File: src/design/b64d_pkg.sv
// ----------------------------------------------------------------------------
// Base64 decoder package
// Types and constants shared by the front end, the queue and the back end.
// ----------------------------------------------------------------------------
package b64d_pkg;

    localparam int Q_DEPTH = 4;
    localparam int Q_PTR_W = $clog2(Q_DEPTH);
    localparam int Q_CNT_W = $clog2(Q_DEPTH + 1);

    localparam logic [7:0] PAD_CHAR = 8'h3D;

    typedef enum logic [1:0] {
        KIND_DATA = 2'd0,
        KIND_PAD  = 2'd1,
        KIND_BAD  = 2'd2
    } t_kind;

    // One queued command: up to three results that share a source group.
    typedef struct packed {
        logic [23:0] bytes;
        logic [1:0]  nres;
        logic        data;
        logic        eos;
        logic        err;
    } t_cmd;

    typedef struct packed {
        logic valid;
        t_cmd cmd;
    } t_head;

endpackage

File: src/design/b64d_front.sv
// ----------------------------------------------------------------------------
// Base64 decoder front end
// Classifies each character, tracks the group state and issues commands.
// ----------------------------------------------------------------------------
module b64d_front (
    input  logic           i_clk,
    input  logic           i_rst_n,
    input  logic           i_strict_we,
    input  logic           i_strict_mode,
    input  logic           i_accept,
    input  logic [7:0]     i_char_code,
    input  logic           i_last_char,
    output logic           o_push,
    output b64d_pkg::t_cmd o_cmd
);
    import b64d_pkg::*;

    logic        r_strict;
    logic [17:0] r_acc;
    logic [1:0]  r_pos;
    logic [1:0]  r_pad;
    logic        r_err;

    logic [17:0] n_acc;
    logic [1:0]  n_pos;
    logic [1:0]  n_pad;
    logic        n_err;

    t_kind       kind;
    logic [5:0]  sextet;
    logic [23:0] v;
    logic [23:0] v24;
    logic [2:0]  n;
    logic [2:0]  p;
    logic [2:0]  d;
    logic [1:0]  nb;
    logic        push;
    t_cmd        cmd;

    always_comb begin
        kind   = KIND_DATA;
        sextet = 6'd0;
        if (i_char_code >= 8'h41 && i_char_code <= 8'h5A) begin
            sextet = 6'(i_char_code - 8'h41);
        end else if (i_char_code >= 8'h61 && i_char_code <= 8'h7A) begin
            sextet = 6'(i_char_code - 8'h61 + 8'd26);
        end else if (i_char_code >= 8'h30 && i_char_code <= 8'h39) begin
            sextet = 6'(i_char_code - 8'h30 + 8'd52);
        end else if (i_char_code == 8'h2B) begin
            sextet = 6'd62;
        end else if (i_char_code == 8'h2F) begin
            sextet = 6'd63;
        end else if (i_char_code == PAD_CHAR) begin
            kind = KIND_PAD;
        end else begin
            kind = KIND_BAD;
        end
    end

    always_comb begin
        n_acc = r_acc;
        n_pos = r_pos;
        n_pad = r_pad;
        n_err = r_err;
        push  = 1'b0;
        cmd   = '0;
        v     = {r_acc, sextet};
        n     = {1'b0, r_pos} + 3'd1;
        p     = 3'd0;
        d     = 3'd0;
        nb    = 2'd0;
        v24   = v;

        if (r_err) begin
            if (i_last_char) begin
                n_acc = '0;
                n_pos = '0;
                n_pad = '0;
                n_err = 1'b0;
            end
        end else if (r_strict && (kind == KIND_BAD ||
                                  (kind == KIND_DATA && r_pad != 2'd0))) begin
            n_acc    = '0;
            n_pos    = '0;
            n_pad    = '0;
            n_err    = ~i_last_char;
            push     = 1'b1;
            cmd.nres = 2'd1;
            cmd.eos  = i_last_char;
            cmd.err  = 1'b1;
        end else begin
            if (kind == KIND_PAD) begin
                if (r_pad != 2'd3) begin
                    n_pad = r_pad + 2'd1;
                end
            end else begin
                n_pad = 2'd0;
            end

            if (!i_last_char) begin
                if (n == 3'd4) begin
                    push      = 1'b1;
                    cmd.bytes = v;
                    cmd.nres  = 2'd3;
                    cmd.data  = 1'b1;
                    n_acc     = '0;
                    n_pos     = '0;
                end else begin
                    n_acc = v[17:0];
                    n_pos = n[1:0];
                end
            end else begin
                p  = ({1'b0, n_pad} < n) ? {1'b0, n_pad} : n;
                d  = n - p;
                nb = (d != 3'd0) ? 2'(d - 3'd1) : 2'd0;
                case (n)
                    3'd1:    v24 = {v[5:0], 18'd0};
                    3'd2:    v24 = {v[11:0], 12'd0};
                    3'd3:    v24 = {v[17:0], 6'd0};
                    default: v24 = v;
                endcase
                n_acc   = '0;
                n_pos   = '0;
                n_pad   = '0;
                n_err   = 1'b0;
                push    = 1'b1;
                cmd.eos = 1'b1;
                if (nb == 2'd0) begin
                    cmd.nres = 2'd1;
                end else begin
                    cmd.bytes = v24;
                    cmd.nres  = nb;
                    cmd.data  = 1'b1;
                end
            end
        end
    end

    always_ff @(posedge i_clk) begin
        if (!i_rst_n) begin
            r_strict <= 1'b0;
            r_acc    <= '0;
            r_pos    <= '0;
            r_pad    <= '0;
            r_err    <= 1'b0;
        end else begin
            if (i_strict_we) begin
                r_strict <= i_strict_mode;
            end
            if (i_accept) begin
                r_acc <= n_acc;
                r_pos <= n_pos;
                r_pad <= n_pad;
                r_err <= n_err;
            end
        end
    end

    assign o_push = i_accept & push;
    assign o_cmd  = cmd;

endmodule

File: src/design/b64d_queue.sv
// ----------------------------------------------------------------------------
// Base64 decoder command queue
// Short first-in first-out store between the front end and the back end.
// ----------------------------------------------------------------------------
module b64d_queue (
    input  logic            i_clk,
    input  logic            i_rst_n,
    input  logic            i_push,
    input  b64d_pkg::t_cmd  i_cmd,
    input  logic            i_pop,
    output logic            o_full,
    output b64d_pkg::t_head o_head
);
    import b64d_pkg::*;

    t_cmd               r_mem [Q_DEPTH];
    logic [Q_PTR_W-1:0] r_wr_ptr;
    logic [Q_PTR_W-1:0] r_rd_ptr;
    logic [Q_CNT_W-1:0] r_count;

    logic do_pop;

    assign o_full       = (r_count == Q_CNT_W'(Q_DEPTH));
    assign o_head.valid = (r_count != '0);
    assign o_head.cmd   = r_mem[r_rd_ptr];
    assign do_pop       = i_pop & o_head.valid;

    always_ff @(posedge i_clk) begin
        if (i_push) begin
            r_mem[r_wr_ptr] <= i_cmd;
        end
    end

    always_ff @(posedge i_clk) begin
        if (!i_rst_n) begin
            r_wr_ptr <= '0;
            r_rd_ptr <= '0;
            r_count  <= '0;
        end else begin
            if (i_push) begin
                r_wr_ptr <= r_wr_ptr + Q_PTR_W'(1);
            end
            if (do_pop) begin
                r_rd_ptr <= r_rd_ptr + Q_PTR_W'(1);
            end
            case ({i_push, do_pop})
                2'b10:   r_count <= r_count + Q_CNT_W'(1);
                2'b01:   r_count <= r_count - Q_CNT_W'(1);
                default: r_count <= r_count;
            endcase
        end
    end

endmodule

File: src/design/b64d_back.sv
// ----------------------------------------------------------------------------
// Base64 decoder back end
// Splits each queued command into result beats held in an output register.
// ----------------------------------------------------------------------------
module b64d_back (
    input  logic            i_clk,
    input  logic            i_rst_n,
    input  b64d_pkg::t_head i_head,
    output logic            o_pop,
    input  logic            i_stall,
    output logic            o_valid,
    output logic [7:0]      o_data_byte,
    output logic            o_byte_valid,
    output logic            o_end_of_string,
    output logic            o_decode_error
);
    import b64d_pkg::*;

    logic       r_valid;
    logic [1:0] r_idx;
    logic [7:0] r_byte;
    logic       r_bval;
    logic       r_eos;
    logic       r_err;

    logic       load;
    logic       at_end;
    logic [7:0] sel_byte;

    assign load   = i_head.valid & (~r_valid | ~i_stall);
    assign at_end = (r_idx == i_head.cmd.nres - 2'd1);
    assign o_pop  = load & at_end;

    always_comb begin
        case (r_idx)
            2'd0:    sel_byte = i_head.cmd.bytes[23:16];
            2'd1:    sel_byte = i_head.cmd.bytes[15:8];
            default: sel_byte = i_head.cmd.bytes[7:0];
        endcase
    end

    always_ff @(posedge i_clk) begin
        if (!i_rst_n) begin
            r_valid <= 1'b0;
            r_idx   <= '0;
        end else begin
            if (load) begin
                r_valid <= 1'b1;
                r_idx   <= at_end ? 2'd0 : r_idx + 2'd1;
            end else if (!i_stall) begin
                r_valid <= 1'b0;
            end
        end
    end

    always_ff @(posedge i_clk) begin
        if (load) begin
            r_byte <= i_head.cmd.data ? sel_byte : 8'd0;
            r_bval <= i_head.cmd.data;
            r_eos  <= i_head.cmd.eos & at_end;
            r_err  <= i_head.cmd.err;
        end
    end

    assign o_valid         = r_valid;
    assign o_data_byte     = r_byte;
    assign o_byte_valid    = r_bval;
    assign o_end_of_string = r_eos;
    assign o_decode_error  = r_err;

endmodule

File: src/design/base64_stream_decoder.sv
// ----------------------------------------------------------------------------
// Base64 stream decoder
// Decodes one base64 character per beat into bytes, with optional strict checking.
//
//   Channel   Handshake            Payload
//   input     i_valid / o_stall    i_char_code, i_last_char
//   output    o_valid / i_stall    o_data_byte, o_byte_valid,
//                                  o_end_of_string, o_decode_error
//   config    i_strict_we          i_strict_mode
//
// One character is taken every cycle while o_stall is low; a full group
// of four gives three byte beats, sent one per cycle from the back end's
// output register while i_stall is low. A four-entry command queue
// separates the character and result sides, and o_stall rises only while
// that queue is full. Reset is synchronous.
// ----------------------------------------------------------------------------
module base64_stream_decoder (
    input  logic       i_clk,
    input  logic       i_rst_n,
    input  logic       i_strict_we,
    input  logic       i_strict_mode,
    input  logic       i_valid,
    output logic       o_stall,
    input  logic [7:0] i_char_code,
    input  logic       i_last_char,
    output logic       o_valid,
    input  logic       i_stall,
    output logic [7:0] o_data_byte,
    output logic       o_byte_valid,
    output logic       o_end_of_string,
    output logic       o_decode_error
);
    import b64d_pkg::*;

    logic  accept;
    logic  push;
    logic  pop;
    logic  full;
    t_cmd  cmd;
    t_head head;

    assign o_stall = full;
    assign accept  = i_valid & ~full;

    b64d_front u_front (
        .i_clk         (i_clk),
        .i_rst_n       (i_rst_n),
        .i_strict_we   (i_strict_we),
        .i_strict_mode (i_strict_mode),
        .i_accept      (accept),
        .i_char_code   (i_char_code),
        .i_last_char   (i_last_char),
        .o_push        (push),
        .o_cmd         (cmd)
    );

    b64d_queue u_queue (
        .i_clk   (i_clk),
        .i_rst_n (i_rst_n),
        .i_push  (push),
        .i_cmd   (cmd),
        .i_pop   (pop),
        .o_full  (full),
        .o_head  (head)
    );

    b64d_back u_back (
        .i_clk           (i_clk),
        .i_rst_n         (i_rst_n),
        .i_head          (head),
        .o_pop           (pop),
        .i_stall         (i_stall),
        .o_valid         (o_valid),
        .o_data_byte     (o_data_byte),
        .o_byte_valid    (o_byte_valid),
        .o_end_of_string (o_end_of_string),
        .o_decode_error  (o_decode_error)
    );

endmodule

File: config.mk
export PLATFORM = sky130hd
export DESIGN_NAME = base64_stream_decoder
export DESIGN_NICKNAME = d
export VERILOG_FILES = /design/src/design/b64d_pkg.sv /design/src/design/b64d_front.sv /design/src/design/b64d_queue.sv /design/src/design/b64d_back.sv /design/src/design/base64_stream_decoder.sv
export SDC_FILE = /design/constraint.sdc
export NUM_CORES = 1
export LEC_CHECK = 0
export BUFFER_PORTS_ARGS = -buffer_cell sky130_fd_sc_hd__buf_2
export CORE_MARGIN = 1.5
export CORE_UTILIZATION = 40
export CTS_CLUSTER_SIZE = 8
export DETAILED_ROUTE_END_ITERATION = 6
export HOLD_SLACK_MARGIN = 0.06
export PLACE_DENSITY = 0.64
export SYNTH_ARGS = -nofsm -noshare
export SYNTH_HDL_FRONTEND = slang
export SYNTH_SLANG_ARGS = --single-unit
File: constraint.sdc
create_clock -name i_clk -period 4.85 [get_ports i_clk]
set_input_delay 1.2125 -clock i_clk [delete_from_list [all_inputs] [get_ports i_clk]]
set_output_delay 1.2125 -clock i_clk [all_outputs]
set_load 0.005 [all_outputs]
* After elaboration in Yosys (flattened, before gate mapping)
Memories as Yosys holds them, arrays and structs flattened. A register that Yosys moved wholly into a read port is not among the register bits.
Index checks and enable logic that the tools add are counted.
** Word-level totals
- Register bits :: 45
- Memory bits (writable) :: 116
- Bits of input ports :: 15
- Word-level logic and storage cells :: 138
- Memories :: 1
** Cells by class
- Add/sub/neg operators :: 15
- Order comparisons :: 7
- Equal/unequal tests :: 17
- Mux-type cells :: 59
- Bitwise gates (word level) :: 11
- Reductions and logical operators :: 14
** Memories
- u_queue.r_mem :: depth 4, bits a word 29, read ports 1, clocked after Yosys merged registers in 1, write ports 1, line b64d_queue.sv:16 : t_cmd r_mem [Q_DEPTH];
** Operators by type and width (number)
- $mux W18 :: 5
- $pmux W24 S3 :: 1
- $mux W27 :: 2
- $mux W2 :: 24
- $mux W24 :: 2
- $mux W6 :: 5
- $mux W29 :: 1
- $eq A8 B6 Y1 const B :: 3
- $ge A8 B7 Y1 const B :: 2
- $le A8 B7 Y1 const B :: 2
- $mux W1 :: 16
- $pmux W8 S2 :: 1
- $sub A6 B6 Y6 const B :: 2
- $add A2 B1 Y2 const B :: 4
- $ge A8 B6 Y1 const B :: 1
- $le A8 B6 Y1 const B :: 1
- $add A6 B5 Y6 const B :: 1
- $add A6 B6 Y6 const B :: 1
- $and A1 B1 Y1 :: 6
- $eq A2 B1 Y1 const B :: 3
- $eq A3 B2 Y1 const B :: 2
- $eq A3 B3 Y1 const B :: 2
- $logic_not A2 Y1 :: 3
- $pmux W3 S2 :: 1
- 20 further kinds :: 32

* Depth between registers and ports, before layout
Gate-level depths: netlist of the first run.
- Word-level depth :: 23
- Gate-level depth with buffers :: 20
- Depth with buffers taken out :: 18

* Hierarchy
Synthesis of the first run repeated with hierarchy kept, for this count alone.
** Unflattened totals
- Cell total of the unflattened synthesis :: 529
- Area total of the unflattened synthesis :: 7646.1 um^2
** Modules (own cells, without submodules)
- b64d_queue :: instances 1, cells an instance 198, area each 4658.2 um^2, sequential area each 3663.5 um^2
- b64d_front :: instances 1, cells an instance 270, area each 2275.9 um^2, sequential area each 480.5 um^2
- b64d_back :: instances 1, cells an instance 60, area each 698.2 um^2, sequential area each 390.4 um^2
- base64_stream_decoder :: instances 1, cells an instance 1, area each 13.8 um^2, sequential area each 0.0 um^2

* Least setup slack after synthesis of the first run
OpenSTA, ideal clock, no wires.
- Path kind :: input-to-reg
- Start point :: in i_char_code[2]
- End point :: mem u_queue.r_mem[0][13] in the netlist's numbering (data pin)
- Library setup time :: 0.161 ns
- Data arrival time :: 5.077 ns
- Required time :: 4.689 ns
- Slack :: -0.389 ns
- Stages :: 19
- Cell sequence :: inv_1 -> ha_1 -> nor2b_1 -> nand4_1 -> nor2_1 -> ha_1 -> o21ai_0 -> a21oi_1 -> mux2_2 -> ha_1 -> fa_1 -> inv_1 -> ha_1 -> a22oi_1 -> nor2_1 -> a311o_1 -> or4b_1 -> buf_2 -> o2bb2ai_2
** RTL lines
- start, declared :: line base64_stream_decoder.sv:24 : input logic [7:0] i_char_code,
- end, declared :: line b64d_queue.sv:16

==> results of run 1 <==
-- worst reg2reg max path, stage by stage, from the launching register on --
cell and delay (ns):
dfxtp_1 0.49, inv_1 0.15, ha_1 0.36, inv_1 0.09
ha_1 0.30, o21ai_2 0.06, a21oi_2 0.18, mux2_4 0.33
ha_4 0.16, fa_1 0.48, buf_4 0.15, ha_2 0.17
a22oi_2 0.15, nor2_1 0.06, a311o_1 0.31, or4b_4 0.51
buf_12 0.17, o2bb2ai_4 0.14
-- cell families (layout without fill, tap and decap cells) --
logic type,Yosys count,after routing
AO/OA/AOI/OAI,121,121
multiplexers,38,38
flip-flops,163,163
adder cells (fa/ha/maj),26,26
XOR/XNOR,8,8
AND/OR/NAND/NOR,137,137
buffers and inverters,61,138
-- placed cells by master, fill, tap and decap left out, types with 5 or more instances in the layout --
| cell | n |
|---|---|
| buf_4 | 43 |
| nand2_1 | 31 |
| and3_1 | 8 |
| ha_1 | 18 |
| nor2b_1 | 21 |
| nand4_1 | 5 |
| inv_1 | 30 |
| o21ai_0 | 12 |
| edfxtp_1 | 127 |
| o211ai_1 | 5 |
| o2bb2ai_4 | 6 |
| a22oi_1 | 10 |
| xnor2_1 | 6 |
| nand3_1 | 13 |
| buf_2 | 25 |
| a21boi_0 | 7 |
| mux4_2 | 28 |
| clkbuf_16 | 17 |
| nor2_1 | 19 |
| nor2_2 | 7 |
| and2_1 | 11 |
| dfxtp_1 | 35 |
| a32oi_1 | 18 |
| mux2i_1 | 6 |
| o211a_1 | 5 |
| buf_12 | 5 |
| a21oi_1 | 17 |
-- timing repair --
| action | CTS | global route |
|---|---|---|
| setup endpoints to repair | 44 | 68 |
| gates resized for setup | 13 | 7 |
| hold endpoints to repair | 0 | 0 |
| pin swaps | 13 | 8 |
| buffers inserted | 1 | 0 |
-- layout make-up --
class,count,area [um^2]
Inverter,32,123
Clock buffer,19,433
Timing Repair Buffer,74,559
Multi-Input combinational cell,330,3080
Sequential cell,163,4540
Tap cell,234,293
Clock inverter,13,184
Fill cell,1565,9500
-- through the flow --
step / setup TNS (ns) / util (%)
floorplan: -2.35 / -
global placement: -26.38 / 45.5
detailed placement: -35.95 / 45.5
CTS: 0 / 49.1
global route: 0 / 49.2
finish: 0 / 49.2
-- layer usage --
layer | part of all wire (%) | GRT usage (%) | vias to the layer above
li1 | - | - | 2286
met3 | 3.4 | 3.53 | 32
met1 | 44 | 22.7 | 2473
met5 | 0 | 0 | -
met2 | 51 | 30.4 | 132
met4 | 1.9 | 6.36 | 0
-- worst max-delay path by stage --
stage               depth (start not counted)           start  slack (ns)              endpoint
floorplan                                  17  i_char_code[6]       -0.12  u_queue.r_mem[0][13]
CTS                                        19  i_char_code[3]       0.001  u_queue.r_mem[2][14]
global placement                           20  i_char_code[2]       -0.42  u_queue.r_mem[0][13]
finish                                     19  i_char_code[3]        0.15  u_queue.r_mem[1][14]
detailed placement                         20  i_char_code[2]       -0.52  u_queue.r_mem[0][13]
global route                               19  i_char_code[3]        0.01   u_queue.r_mem[1][8]
-- state kept, by name, summed over array words and instances (netlist names), named ones only --
name / cells
u_queue.r_mem: 116
u_front.r_acc: 18
u_back.o_data_byte: 8
u_queue.r_count: 3
u_back.r_idx: 2
u_front.r_pad: 2
u_front.r_pos: 2
u_queue.r_rd_ptr: 2
u_queue.r_wr_ptr: 2
u_back.o_byte_valid: 1
u_back.o_decode_error: 1
u_back.o_end_of_string: 1
u_back.o_valid: 1
u_front.r_err: 1
u_front.r_strict: 1
-- where the power goes --
group	switching, W	internal (W)	leakage, nW
clock	0.000532	0.000861	0.291
combinational	0.000439	0.000327	1.43
sequential	0.0000417	0.00164	1.49
total	0.00101	0.00283	3.21
==> impl.org, run 1 <==
** Clock network
- The H-tree generated during clock tree synthesis spans 4 levels.
- TritonCTS sink count :: 163
- The root buffer cell chosen for the clock tree is clkbuf_16.
- Hold buffers post-CTS :: 0
- TritonCTS built the clock tree.
- Source-to-sink clock delay at the later pin of the worst-skew pair :: 0.42 ns
- CTS clock-pin slew for the worst setup and hold paths :: 0.06 ns
- The longest clock path from root to sink contains 2 buffers.
- TritonCTS created 17 clock buffers.

** Worst setup path
- For flop-to-flop paths, the worst setup slack is 0.43 ns.
- Crit path buf inv count :: 3
- Along the worst path, the maximum fanout reaches 6.
- Measured in cells, the most critical reg-to-reg path has a length of 17.
- Required time at the endpoint of the critical path :: 5.11 ns
- Capturing point of the worst reg2reg path :: u_queue.r_mem[1][14]
- The critical path goes through buf_4 -> ha_4 -> nor2b_4 -> nand4_1 -> nor2_2 -> ha_1 -> o21ai_2 -> a21oi_2 -> mux2_4 -> ha_4 -> fa_1 -> buf_4 -> ha_2 -> a22oi_2 -> nor2_1 -> a311o_1 -> or4b_4 -> buf_12 -> o2bb2ai_4.
- For this run, the slowest stage of the critical path takes 0.51 ns.
- CP top delay family :: adder cells
- Startpoint of the worst-slack reg-to-reg timing path :: u_front.r_pos[0]
- Kind of end point of the critical path :: flip-flop
- Endpoint arrival time on the critical path :: 4.96 ns
- The largest individual stage delay along the critical path comes from the cell or4b_4.
- By startpoint and endpoint, the worst setup path is classified as in -> reg.
- STA classifies the critical path startpoint as an input pin.

** Power and ir drop
- Final Power :: 0.00384 W
- Pwr dens :: 417 mW/mm^2
- Static leakage power :: 3.21 nW
- VDD sags by at most 285 uV.

** Outcome
- Run status :: finished clean

** Synthesis
- A synthesized cell averages 13.8 um^2.
- Post-synth top area cell :: edfxtp_1
- Of the total synthesized cell area, the portion taken by full adders, half adders and majority gates is 4.46%.
- Fraction of synthesized area in multiplexers :: 9.64%
- Most frequently used cell type in the post-synthesis netlist :: edfxtp_1
- Summing the areas of all compound-gate instances in the mapped netlist gives 13.1% of the synthesized area.
- Synthesized net count :: 595
- The netlist uses 66 different library cells.
- Sequential share of the synthesized area :: 59.4%
- Top area cells in the synthesized netlist :: edfxtp_1 (50%), dfxtp_1 (9.4%), mux4_2 (8.3%)
- Simple-gate share of the synthesized area :: 9.43%
- After Yosys synthesis, XOR and XNOR cells account for 0.918% of the synthesized area.
- Synth top area share :: 50.0%
- Synthesis inferred 163 register bits.
- Synthesis produced 554 cells.
- Async set or reset register ratio after synthesis :: 0%
- After synthesis the cells add up to 0.00763 mm^2.
- Yosys synthesis warning count :: 0
- Counting instances in the post-synthesis netlist gives the leading cell types as edfxtp_1 (127), dfxtp_1 (36), inv_1 (32).
- In this run, synthesis inferred 127 flip-flops with an integrated enable.
- After synthesis, the largest family of logic cells by area is compound AO/OA/AOI/OAI gates.
- Primary FF master, synth :: edfxtp_1

** Timing
- Across all hold checks on the routed design, the worst slack comes to 0.477 ns.
- The final number of hold-violating endpoints is 0.
- The final max-slew violation count came to 0.
- Maximum clock rate :: 213 MHz
- The worst path meets setup with 0.153 ns of slack.
- Time the final worst path needs with I/O delays and setup :: 4.70 ns
- Headroom to the max-slew limit came out at 48.8%.
- Slew @ Worst Pin :: 0.768 ns
- Setup violations remaining at the end of the flow were counted as 0.
- Setup repair after global routing left no endpoint under its margin.
- Post-route clock period utilization :: 96.8%
- For the final database, setup skew stands at 0.00942 ns.

** Layout
- Antenna cells :: 0
- Post-route non-filler standard cell count :: 865
- Layout net count :: 659
- Once layout is done, the placed cells without fillers occupy 0.00921 mm^2.
- The area growth from synthesis to layout is 20.7%.
- In the final layout, the share of cells above drive strength 1 is 28.2%.

** Place
- After legalization and detailed placement, the total HPWL measured 11300 um.
- Number of buffers added on ports :: 27
- Post-Place Cell Area :: 0.00851 mm^2
- Gpl congestion :: 0.919
- The number of placed instances, taps included, is 832.
- Place WS :: -0.521 ns

** Global routing
- Global-route wire length before repair :: 27100 um
- Overall routing resource usage :: 17.8%
- The total overflow left after global routing is 0.
- The number of antenna violations at the first check in global routing is 0.
- Entering global routing, the biggest net connects 40 pins.
- The number of global-route vias before repair came to 5059.

** Floorplanning
- Starting utilization of the core area :: 40.8%
- Site row count :: 50
- Total Die Area :: 0.0199 mm^2
- Height of the die :: 141 um
- I/O pin total :: 28
- Standard cell core area :: 0.0187 mm^2
- The die is 141 um wide.

** Hold path
- The min-delay analysis places its worst path in the category reg -> reg.
- Endpoint of the worst hold path :: u_back.o_valid
- Hold Crit Depth :: 2
- In this run the most critical hold path is launched from u_back.o_valid.

** Drt
- Antenna viol nets, final :: 0
- Via-to-Cell Ratio :: 5.69
- For this run, design rule violations remaining after detail routing come to 0.
- Summed over all layers, the routed wires come to 16600 um.
- Vias after detailed routing :: 4923
- The first detailed-routing pass ran for 5 iterations.
- DRT iter0 DRCs :: 501
- Routed wire per std cell :: 19.2 um

** Flow run
- Max-cap check violation count :: 0
Power figures use the tool's default switching activity.
==> run 2: changes to the inputs <==
--- a/config.mk
+++ b/config.mk
@@ -12,6 +12,7 @@
 export DETAILED_ROUTE_END_ITERATION = 6
 export HOLD_SLACK_MARGIN = 0.06
 export PLACE_DENSITY = 0.64
+export RECOVER_POWER = 100
 export SYNTH_ARGS = -nofsm -noshare
 export SYNTH_HDL_FRONTEND = slang
 export SYNTH_SLANG_ARGS = --single-unit
==> impl.org, run 2 (synthesis results as in run 1) <==
** Outcome
- The flow ran to the end, but the final reports show violations.
- The final reports fail on capacitance limit, slew limit.

** Global routing
- Summed over all layers, the global routing overflow is 0.
- Pin count of the biggest net entering global routing :: 40
- Number of global-route vias before repair :: 5059
- Antenna violations before repair :: 0
- Overall routing resource usage :: 17.8%
- The first global-routing pass estimated 27100 um of wire.

** Place
- Detailed placement finished with a half-perimeter wire length of 11300 um.
- Input and output buffers added on the ports amount to 27.
- Routability-driven placement finished with a final weighted congestion of 0.919.
- Post-Place Cell Area :: 0.00851 mm^2
- Place WS :: -0.521 ns

** Worst setup path
- The setup path with the least slack is of type in -> reg.
- Total number of cells along the worst setup path :: 19
- For the worst flop-to-flop path, the logic depth is 17.
- CP max stage delay :: 0.50 ns
- Kind of end point of the critical path :: flip-flop
- Crit path buf inv count :: 3
- Walking the worst path, the cells encountered are buf_4 -> ha_4 -> nor2b_4 -> nand4_1 -> nor2_2 -> ha_1 -> o21ai_2 -> a21oi_2 -> mux2_4 -> ha_4 -> fa_1 -> clkbuf_4 -> ha_2 -> a22oi_2 -> nor2_1 -> a311o_1 -> or4b_4 -> buf_6 -> o2bb2ai_4.
- Along the worst path, the maximum fanout reaches 6.
- For the worst setup path, the data arrival time is 4.95 ns.
- Crit path max-delay cell type :: or4b_4
- STA puts the critical path data required time at 5.11 ns.
- The worst setup path is launched from an input pin.
- Grouping stages by cell kind, the critical path spends the most delay in adder cells.
- The cell that appears most often on the critical path is ha_4.

** Floorplanning
- Once the floorplan was initialized, standard cells occupied 40.8% of the core.
- The die is 141 um tall.
- Total Die Area :: 0.0199 mm^2
- Standard cell core area :: 0.0187 mm^2
- DIE WIDTH :: 141 um
- I/O pin total :: 28
- The floorplan has 50 rows.

** Drt
- Via-to-Cell Ratio :: 5.70
- After detailed routing, the total wire length is 16700 um.
- In the final routed layout, each cell accounts on average for 19.3 um.
- Antenna viol nets, final :: 0
- Drt first pass iters :: 5
- Vias after detailed routing :: 4932
- Number of remaining DRC errors :: 0
- DRT iter0 DRCs :: 494

** Power and ir drop
- Max VDD drop :: 284 uV
- Final Power :: 0.00383 W
- Pwr dens :: 422 mW/mm^2
- The analysis attributes to cell leakage a power of 3.11 nW.

** Timing
- Setup slack of the critical path after layout :: 0.158 ns
- In this run the tightest slew margin relative to its limit is -62.8%.
- Final hold slack :: 0.484 ns
- Derived from the worst setup path, the maximum achievable clock frequency is 213 MHz.
- Clock skew on the completed layout was measured at 0.00933 ns.
- Slew @ Worst Pin :: 2.44 ns
- The worst path in the final design needs a cycle of 4.69 ns, including I/O delays and setup.
- The final number of hold-violating endpoints came to 0.
- Setup repair after global routing left no endpoint under its margin.
- Post-route clock period utilization :: 96.7%
- Number of failing setup endpoints in the final timing report :: 0
- Pins over their slew limit :: 60

** Layout
- Layout net count :: 659
- Share of post-route cells with drive strength above 1 :: 24.7%
- Number of fillers in the final layout :: 1592
- Register bank with the most flops :: u_queue.r_mem
- Flip-flop count of the largest register, all copies and words added :: 116
- Post-layout utilization of the core :: 48.5%
- Area growth from synthesis to final layout :: 19.0%
- The finished cells cover 0.00908 mm^2.
- Leading cell type in the layout, fill and taps excluded :: edfxtp_1
- Leading cell types in the layout, fill and taps excluded :: edfxtp_1 (127), dfxtp_1 (36), nand2_1 (31), inv_1 (30)
- The number of antenna diodes in the final layout is 0.

** Clock network
- Clock Tree Root :: clkbuf_16
- The H-tree was split into 4 levels.
- Hold buffers post-CTS :: 0
- Total clock buffers created by CTS :: 17
- TritonCTS built the clock tree.
- For the worst-skew pair, the clock arrives at the later sink with an insertion delay of 0.42 ns.
- After clock tree synthesis, the clock-pin slew on the worst setup and hold paths is 0.06 ns.
- Clock tree synthesis found a total of 163 sinks.
- Counting along the longest clock path gives a buffer depth of 2.

** Hold path
- Hold Crit Depth :: 2
- The min-delay analysis places its worst path in the category reg -> reg.

** Flow run
- Max-cap check violation count :: 2
run 2: worst paths after layout:
check / startpoint / end / slack [ns]
setup reg to reg: u_front.r_pos[0] / u_queue.r_mem[2][14] / 0.44
setup / recovery: i_char_code[3] / u_queue.r_mem[2][14] / 0.16
hold reg to reg: u_back.o_valid / u_back.o_valid / 0.48
hold / removal: u_back.o_valid / u_back.o_valid / 0.48
run 2: where the power goes:
part	switching, W	total [W]	internal [W]
Sequential	0.0000424	0.00168	0.00164
Combinational	0.000438	0.000755	0.000318
Clock	0.000530	0.00139	0.000861
Total	0.00101	0.00383	0.00282
run 2: routing by layer:
layer  global-route usage (%)  vias up  wire length (um)
met5                        0        -                 0
met4                     6.36        0               286
met3                     3.53       28               584
met2                     30.4      130              8460
met1                     22.7     2490              7350
li1                         -     2284                 -
run 2: timing repair:
| item | 4_1_cts | 5_1_grt |
|---|---|---|
| setup endpoints to repair | 44 | 68 |
| pin swaps | 13 | 8 |
| resized for setup | 13 | 7 |
| setup buffers | 1 | 0 |
run 2: final cells by class:
cell class                 instances  area [um^2]  share of cell area (%)
sequential                       163         4530                    49.9
clock inverter                    13          184                    2.03
clock buffer                      19          433                    4.77
timing repair buffer              74          444                    4.89
inverter                          32          123                    1.35
multi-input combinational        330         3070                    33.8
tap                              234          293                    3.22
run 2: stage by stage:
| step | instances | setup TNS [ns] |
|---|---|---|
| final | 865 | 0 |
| after global routing | 865 | 0 |
| after CTS | 865 | 0 |
| after detailed placement | 832 | -35.95 |
| after global placement | 832 | -26.38 |
| after floorplan | 554 | -2.35 |
run 2: worst reg2reg max path, stage by stage, from the launching register on:
cell and delay (ns):
dfxtp_1 0.49, inv_1 0.15, ha_1 0.36, inv_1 0.09
ha_1 0.30, o21ai_2 0.06, a21oi_2 0.18, mux2_4 0.33
ha_4 0.16, fa_1 0.48, clkbuf_4 0.15, ha_2 0.18
a22oi_2 0.15, nor2_1 0.06, a311o_1 0.32, or4b_4 0.50
buf_6 0.17, o2bb2ai_4 0.15
==> run 3: changes to the inputs <==
--- a/config.mk
+++ b/config.mk
@@ -5,6 +5,7 @@
 export SDC_FILE = /design/constraint.sdc
 export NUM_CORES = 1
 export LEC_CHECK = 0
+export ABC_AREA = 1
 export BUFFER_PORTS_ARGS = -buffer_cell sky130_fd_sc_hd__buf_2
 export CORE_MARGIN = 1.5
 export CORE_UTILIZATION = 40
==> impl.org, run 3 <==
** Worst setup path
- Launching element type of the critical path :: input pin
- Depth of the most critical reg-to-reg path :: 20
- Data arrives at the worst endpoint at 4.68 ns.
- For the worst setup path, the data required time is 5.02 ns.
- Setup slack of the worst register-to-register path :: 0.99 ns
- In this run the worst path has a maximum fanout of 15.
- Type of the worst setup path :: in -> reg
- STA classifies the critical path endpoint as a flip-flop.

** Global routing
- Global-route wire length before repair :: 29600 um
- Global routing finished with a remaining overflow of 0.
- The number of antenna violations at the first check in global routing came to 0.
- Global routing used 19.1% of the available tracks.
- Number of global-route vias before repair :: 5665
- Pin count of the biggest net entering global routing :: 59

** Synthesis
- Yosys synthesis warning count :: 0
- Primary FF master, synth :: edfxtp_1
- Of all cell types, the one taking the most synthesized area is edfxtp_1.
- The number of different library cells used by synthesis comes to 39.
- Synthesis produced a netlist whose cell count is 852.
- Synthesized cell area :: 0.00797 mm^2
- The commonest cells after synthesis are nand2_1 (172), edfxtp_1 (127), nor2_1 (104).
- Count of state elements after synthesis :: 163
- Sequential share of the synthesized area :: 56.9%
- Async set or reset register ratio after synthesis :: 0%
- Counting flops with a built-in enable in the synthesized netlist gives 127.
- Synthesized net count :: 893
- Synthesized area per cell :: 9.36 um^2
- Synth top area share :: 47.8%
- Most frequently used cell type in the post-synthesis netlist :: nand2_1
- Ranked by total cell area, the synthesized netlist is headed by edfxtp_1 (48%), dfxtp_1 (9.0%), nand2_1 (8.1%).

** Clock network
- TritonCTS sink count :: 163
- In this run the number of H-tree levels came out at 4.
- Clock-pin slew was measured on the worst setup and hold paths at 0.06 ns.
- After clock tree synthesis, the flow added hold-fix buffers numbering 0.
- In this run the clock root is driven by a clkbuf_16.
- TritonCTS created 17 clock buffers.
- TritonCTS built the clock tree.
- Max Root-Sink Buffers :: 2
- Source-to-sink clock delay at the later pin of the worst-skew pair :: 0.43 ns

** Timing
- Setup repair after global routing missed its margin :: no
- Based on the critical path, the design can be clocked at up to 222 MHz.
- The worst path needs 4.50 ns of the cycle, external delays included.
- Pins over their slew limit :: 0
- Worst-case headroom to the max-slew limit :: 10.6%
- On the final layout, the worst clock skew is 0.00873 ns.
- Number of failing setup endpoints in the final timing report :: 0
- The final number of hold-violating endpoints is 0.
- Slew @ Worst Pin :: 1.34 ns
- Setup slack closes at 0.347 ns.
- After layout, the worst path uses 92.8% of the clock period.

** Power and ir drop
- Max VDD drop :: 262 uV
- Static leakage power :: 3.55 nW
- Final Power :: 0.00432 W
- Dividing total power by cell area gives a power density of 475 mW/mm^2.

** Layout
- Leading cell type in the layout, fill and taps excluded :: nand2_1
- Register bank with the most flops :: u_queue.r_mem
- Flip-flop count of the largest register, all copies and words added :: 116
- The repair_antennas step left the layout with diodes totalling 0.
- Share of post-route cells with drive strength above 1 :: 12.3%
- For this run, the post-layout net count is 937.
- The top cell types in the final layout, fill and taps aside, are nand2_1 (177), edfxtp_1 (127), nor2_1 (100), o21ai_0 (75), inv_1 (72).
- Post-route non-filler standard cell count :: 1174
- Area growth from synthesis to final layout :: 14.2%

** Drt
- After detailed routing, the number of remaining DRC violations is 0.
- Drt first pass iters :: 4
- Vias after detailed routing :: 5957
- The detail route stage leaves a number of antenna-violating nets equal to 0.
- Dividing the detail-routed wire length by the instance count gives 16.1 um.
- DRT iter0 DRCs :: 602
- Using the TritonRoute via totals, the vias-per-cell ratio works out to 5.07.
- For this block, the routed nets add up to 18900 um of wire.

** Place
- DP Wirelength :: 12200 um
- The congestion estimate from routability-driven global placement came to 0.850.
- Including well taps, the total number of placed cells is 1140.
- Buffers placed on the I/O ports in this run total 27.
- Place WS :: -0.113 ns

** Flow run
- Max-cap check violation count :: 0

** Floorplanning
- The initial utilization of the core area, before any placement, comes to 40.8%.
- The die is 144 um tall.
- Site row count :: 51
- I/O pin total :: 28
- Total Die Area :: 0.0208 mm^2
- The core region is 0.0195 mm^2.
- The die is 144 um wide.

** Hold path
- Worst min-delay path category :: reg -> reg
- Counting instances, the worst hold path has a depth of 2.

** Outcome
- Run status :: finished clean
[run 3: cell count changes in the layout (fill, tap and decap cells not counted), sizes merged, moves of 28 or more]
cell	before	now
a21oi	18	51
inv	33	81
mux4	28	0
nand2	31	186
nand3	13	48
nor2	27	109
o21ai	14	78
o22ai	0	30
[run 3: cell families (layout without fill, tap and decap cells)]
kind of cell / after synthesis / after routing / share of synthesized area, %
simple gates: 367 / 367 / 19.9
flops: 163 / 163 / 56.9
compound gates: 170 / 170 / 11.8
buf+inv: 118 / 175 / 6.22
xor+xnor: 8 / 8 / 0.879
fa+ha+maj: 26 / 26 / 4.27
[run 3: final timing paths]
path                                   startpoint              endpoint
worst min-delay path            u_front.r_acc[12]     u_front.r_acc[12]
worst max register to register   u_front.r_pos[0]  u_queue.r_mem[1][27]
worst max-delay path               i_char_code[1]  u_queue.r_mem[1][27]
worst min register to register  u_front.r_acc[12]     u_front.r_acc[12]
[run 3: metal layers]
metal,up-vias,track usage [%],part of all wire (%)
met5,-,0,0
met4,0,7.71,1.6
met3,27,4.24,4.5
met2,135,31.0,48
met1,2796,24.9,46
li1,2999,-,-
[run 3: layout make-up]
| type | instances | area, um^2 |
|---|---|---|
| Sequential cell | 163 | 4540 |
| Inverter | 81 | 310 |
| Clock buffer | 21 | 450 |
| Tap cell | 265 | 332 |
| Timing Repair Buffer | 62 | 367 |
| Fill cell | 1894 | 10400 |
| Multi-Input combinational cell | 571 | 2950 |
| Clock inverter | 11 | 160 |
[run 3: timing repair]
item | 4_1_cts | 5_1_grt
endpoints found under the setup margin | 0 | 16
resized for setup | 0 | 1
buffers inserted | 0 | 2
hold endpoints to repair | 0 | 0
[run 3: critical path: stages]
cell and delay (ns):
buf_2 0.10, inv_1 0.09, ha_1 0.17, inv_1 0.06
nand2_1 0.05, nand2_1 0.06, nand2_1 0.09, nor3_2 0.05
o21ai_0 0.10, inv_1 0.09, ha_1 0.28, a21oi_1 0.06
nor2_1 0.11, clkbuf_4 0.15, nand2_1 0.04, o21ai_0 0.07
inv_1 0.06, ha_1 0.19, fa_1 0.50, inv_1 0.05
ha_1 0.26, inv_1 0.03, a21oi_1 0.17, nand2_1 0.14
nand3_4 0.25, clkbuf_2 0.19, a21oi_2 0.05
[run 3: stage by stage]
stage / TNS (ns) / hold slack, ns / area [um^2] / utilization [%]
final: 0 / 0.470 / 9100 / 46.6
after global routing: 0 / 0.494 / 9100 / 46.6
after CTS: 0 / 0.470 / 9150 / 46.8
after detailed placement: -5.60 / 0.460 / 8530 / 43.7
after global placement: -0.870 / 0.456 / 8530 / 43.7
after floorplan: 0 / 0.445 / 7970 / -
[run 3: power breakdown]
| part | internal, W | total [W] | switching [W] |
|---|---|---|---|
| Combinational | 0.000363 | 0.00119 | 0.000829 |
| Sequential | 0.00169 | 0.00174 | 0.0000493 |
| Clock | 0.000871 | 0.00139 | 0.000522 |
